`src/cpsic_pkg.sv`:
```
package cpsic_pkg;

	localparam int DATA_W  = 32;
	localparam int INTEG_W = 48;

	localparam int CFG_AW = 6;
	localparam int CFG_DW = 64;

	typedef logic signed [DATA_W-1:0] data_t;

	typedef struct packed {
		data_t position_measured;
		data_t speed_measured;
		data_t position_target;
		data_t speed_target;
		data_t accel_target;
	} in_word_t;

	typedef struct packed {
		data_t current_command;
		data_t speed_from_position;
	} out_word_t;

	typedef enum logic [2:0] {
		REG_CONTROL_MODE  = 3'd0,
		REG_POS_GAINS     = 3'd1,
		REG_SPEED_LIMIT   = 3'd2,
		REG_SPEED_PI      = 3'd3,
		REG_PATH_GAIN     = 3'd4,
		REG_CURRENT_LIMIT = 3'd5,
		REG_FF_INERTIA    = 3'd6,
		REG_FF_TORQUE     = 3'd7
	} reg_idx_t;

	localparam logic [1:0] MODE_SPEED = 2'd0;
	localparam logic [1:0] MODE_POS   = 2'd1;
	localparam logic [1:0] MODE_TRAJ  = 2'd2;

	localparam logic [30:0]        SPEED_LIMIT_RST = 31'h7fff_ffff;
	localparam logic signed [31:0] PATH_GAIN_RST   = 32'sd65536;

	localparam data_t DATA_MAX = {1'b0, {(DATA_W-1){1'b1}}};
	localparam data_t DATA_MIN = {1'b1, {(DATA_W-1){1'b0}}};

	localparam logic signed [79:0] PROD_LIM   = 80'sh2000_0000_0000_0000;
	localparam logic signed [63:0] PROD_LIM64 = 64'sh2000_0000_0000_0000;

	typedef struct packed {
		logic en;
		logic hi;
	} mul_ctl_t;

endpackage

```
`src/cpsic_mul.sv`:
```
module cpsic_mul (
	input  logic                clk,
	input  cpsic_pkg::mul_ctl_t ctl,
	input  logic signed [63:0]  op_a,
	input  logic signed [31:0]  op_b,
	output logic signed [63:0]  res
);

	logic signed [32:0] part_a;
	logic signed [64:0] prod;
	logic signed [95:0] prod_w;
	logic signed [95:0] acc_q;
	logic signed [79:0] shr;

	// The low half of the wide operand is unsigned, the high half carries the sign.
	assign part_a = ctl.hi ? $signed({op_a[63], op_a[63:32]}) : $signed({1'b0, op_a[31:0]});
	assign prod   = part_a * op_b;
	assign prod_w = 96'(prod);

	always_ff @(posedge clk) begin
		if (ctl.en) begin
			if (ctl.hi) begin
				acc_q <= acc_q + (prod_w <<< 32);
			end else begin
				acc_q <= prod_w;
			end
		end
	end

	assign shr = acc_q[95:16];

	always_comb begin
		if (shr > cpsic_pkg::PROD_LIM) begin
			res = cpsic_pkg::PROD_LIM64;
		end else if (shr < -cpsic_pkg::PROD_LIM) begin
			res = -cpsic_pkg::PROD_LIM64;
		end else begin
			res = shr[63:0];
		end
	end

endmodule

```
`config.mk`:
```
export PLATFORM = sky130hd
export DESIGN_NAME = cpsic_mul
export DESIGN_NICKNAME = d
export VERILOG_FILES = /design/src/cpsic_pkg.sv /design/src/cpsic_mul.sv
export SDC_FILE = /design/constraint.sdc
export NUM_CORES = 2
export LEC_CHECK = 0
export ABC_AREA = 0
export BUFFER_PORTS_ARGS = -buffer_cell sky130_fd_sc_hd__buf_2
export CORE_ASPECT_RATIO = 1.75
export CORE_UTILIZATION = 65
export DETAILED_ROUTE_END_ITERATION = 6
export PLACE_DENSITY = 0.87
export SETUP_SLACK_MARGIN = 0.2
export SLEW_MARGIN = 20
export SYNTH_ARGS = -nofsm -noshare
export SYNTH_HDL_FRONTEND = slang
export SYNTH_SLANG_ARGS = --single-unit
```
`constraint.sdc`:
```
create_clock -name clk -period 22.7 [get_ports clk]
set_clock_uncertainty 0.1 [all_clocks]
set_input_delay 3.405 -clock clk [delete_from_list [all_inputs] [get_ports clk]]
set_output_delay 3.405 -clock clk [all_outputs]
set_load 0.005 [all_outputs]
```
==> results.cfg <==
[setup_path]
arrival_ns = 15.01
cpMostUsedCell = fa_1
ff2ff_path_depth = 12
crit_path_top_delay_cell = mux2_2
endpoint_kind = register
worstReg2RegStart = acc_q[32]
cp_max_fo = 51
rrSetupSlack_ns = 18.69
cp-start-kind = primary input
required_ns = 22.68
crit_family = adder cells
rr_endpoint = acc_q[82]
max_stage_delay_ns = 0.89
cp_num_buf_inv = 5
crit_type = in2reg

[synth]
synth-warning-count = 0
synth_nets = 6286
ys.flop_type = edfxtp_1
synth_edf_count = 80
ys_seq_area_share_pct = 5.35
postSynthCellCount = 4821
syn_avg_cell_area_um2 = 9.32
ys_seq_elements = 80
synth.distinct_cells = 88
syn_area_mm2 = 0.0449
async_reset_ff_share_pct = 0

[hold_path]
hold_depth = 4
hold_end = acc_q[95]
hp-class = reg2reg
hp-start = acc_q[94]

[timing]
fmax_ghz = 0.0665
setup_violations = 0
min_period_ns = 15.03
fin_crit_sh_pct = 66.2
drv_slew = 0
rsz0062_at_grt = false
worstMarginPinSlew_ns = 1.08
slew_headroom_pct = 27.0
tns_ns = 0
hold_violations = 0

[die]
fp.coreArea_mm2 = 0.0685
num_rows = 127
die-area_mm2 = 0.0702
die_w_um = 201
initial_core_util_pct = 65.6
io_pins = 163
die_y_um = 350

[cts]
cts.sinks = 80
htree_levels = 3
cts_tree = done
worstSkewPairLatency_ns = 0.34
path_clk_slew_ns = 0.06
cts.path.max_buffers = 2
cts_root_buf = clkbuf_16
cts_resized = 0
hold_buffers = 0
cts_buffers = 9
postCtsSetupRepairBufs = 0

[detailed_routing]
vias = 34913
drt_iter0_markers = 2578
drtAntennaViolNets = 0
route.detailed.drc = 0
wire_per_inst_um = 23.0
vias_per_cell = 6.16
routed_wl_um = 130000
drtPass1Iterations = 6

[layout]
largest_reg_flops = 80
drive_gt1_share_pct = 6.38
areaGrowthSynthToFinish_pct = 3.21
largest_register = acc_q
fin_nets = 6222
largestRegisters = acc_q: 80 flops

[outcome]
status = finished clean

[place]
place_hpwl_um = 107000
gp_congestion = 1.01
portBuffers = 162

[global_routing]
first_global_vias = 40342
grt_pass1_wl_um = 209000
antenna_found_initial = 4
overflow = 0
grt_start_max_net_pins = 61
grt.total_usage_pct = 38.9

[job]
maxCapViolCount = 0
cell type report:
class | instances | area (um2)
flip-flops and latches | 80 | 2400
clock inverters | 6 | 92.6
inverters | 991 | 3720
diodes | 1 | 2.50
clock buffers | 10 | 229
fillers | 5182 | 22100
repair buffers | 188 | 1010
well taps | 903 | 1130
multi-input cells | 3487 | 37800
per-layer routing:
metal  global-route usage [%]  up-vias  share of wire (%)
met5                        0        -              0.010
met4                     34.1        2                 10
met3                     5.85      852                7.1
met2                     70.1     1957                 53
met1                     38.9    17726                 30
li1                         -    14376                  -
worst max-delay path by stage:
stage | from | end | slack (ns) | cells after the start
final | ctl[0] | acc_q[92] | 7.67 | 35
after global routing | ctl[0] | acc_q[93] | 7.36 | 33
after CTS | ctl[0] | acc_q[92] | 7.85 | 35
after detailed placement | ctl[0] | acc_q[92] | 7.61 | 35
after global placement | ctl[0] | acc_q[93] | 7.62 | 32
after floorplan | ctl[0] | acc_q[93] | 9.02 | 35
worst min-delay path, stage by stage (launching register included):
cell and delay [ns]:
edfxtp_1 0.39, ha_1 0.16, a221oi_1 0.05, xnor2_1 0.13
a21o_1 0.11
layout by cell type, fill, tap and decap left out, drive strengths merged, types with 6 or more instances in the layout:
cell       n
nand2b     8
o211ai    14
nor2      89
xnor2     84
nor3      18
a21o     115
or3        6
ha       253
inv      992
a31oi     18
mux2      46
or2       17
and3      34
o31ai     10
a211oi    12
clkbuf    10
edfxtp    80
a211o      6
fa      1113
xor2      45
o21bai    21
and2     553
nor4      27
nand3     31
a21oi    120
nor2b     12
nand2    638
a221oi     7
o21ai     81
nand4     33
buf      188
a31o       7
o21a      16
synthesized netlist by cell type, types with 7 or more instances:
| cell | instances | area (um2) |
|---|---|---|
| fa_1 | 1113 | 22300 |
| inv_1 | 991 | 3720 |
| nand2_1 | 636 | 2390 |
| and2_1 | 552 | 3450 |
| ha_1 | 253 | 3170 |
| clkbuf_1 | 249 | 935 |
| a21oi_1 | 117 | 586 |
| a21o_1 | 113 | 848 |
| nor2_1 | 89 | 334 |
| xnor2_1 | 84 | 736 |
| edfxtp_1 | 80 | 2400 |
| o21ai_0 | 70 | 350 |
| mux2_2 | 46 | 518 |
| xor2_1 | 45 | 394 |
| nand4_1 | 33 | 206 |
| and3_1 | 32 | 200 |
| nand3_1 | 31 | 155 |
| nor4_1 | 27 | 169 |
| o21bai_1 | 21 | 158 |
| nor3_1 | 18 | 90.1 |
| a31oi_1 | 16 | 100 |
| o21a_1 | 16 | 120 |
| or2_2 | 16 | 100 |
| nor2b_1 | 12 | 75.1 |
| o211ai_1 | 12 | 90.1 |
| a211oi_1 | 11 | 82.6 |
| o21ai_1 | 10 | 50.1 |
| nand2b_1 | 8 | 50.1 |
| o31ai_1 | 7 | 52.6 |
logic make-up after synthesis:
logic type	after synthesis	synth area share (%)
AND/OR/NAND/NOR	1478	16.5
adder cells (fa/ha/maj)	1366	56.6
buffers and inverters	1254	10.6
AO/OA/AOI/OAI	467	7.27
XOR/XNOR	130	2.56
flip-flops	80	5.35
multiplexers	46	1.15
through the flow:
| step | util (%) | instance area, um2 | setup slack (ns) | cells | hold slack (ns) |
|---|---|---|---|---|---|
| floorplan | - | 44900 | 9.02 | 4821 | 0.591 |
| global placement | 67.2 | 46100 | 7.62 | 5649 | 0.789 |
| detailed placement | 67.2 | 46100 | 7.61 | 5649 | 0.804 |
| CTS | 67.7 | 46400 | 7.85 | 5665 | 0.826 |
| global route | 67.7 | 46400 | 7.36 | 5665 | 0.841 |
| finish | 67.7 | 46400 | 7.67 | 5666 | 0.844 |
Power is left out: the tool's default activity adds up to more than one toggle a clock period on the data nets, which glitch-free logic cannot reach.
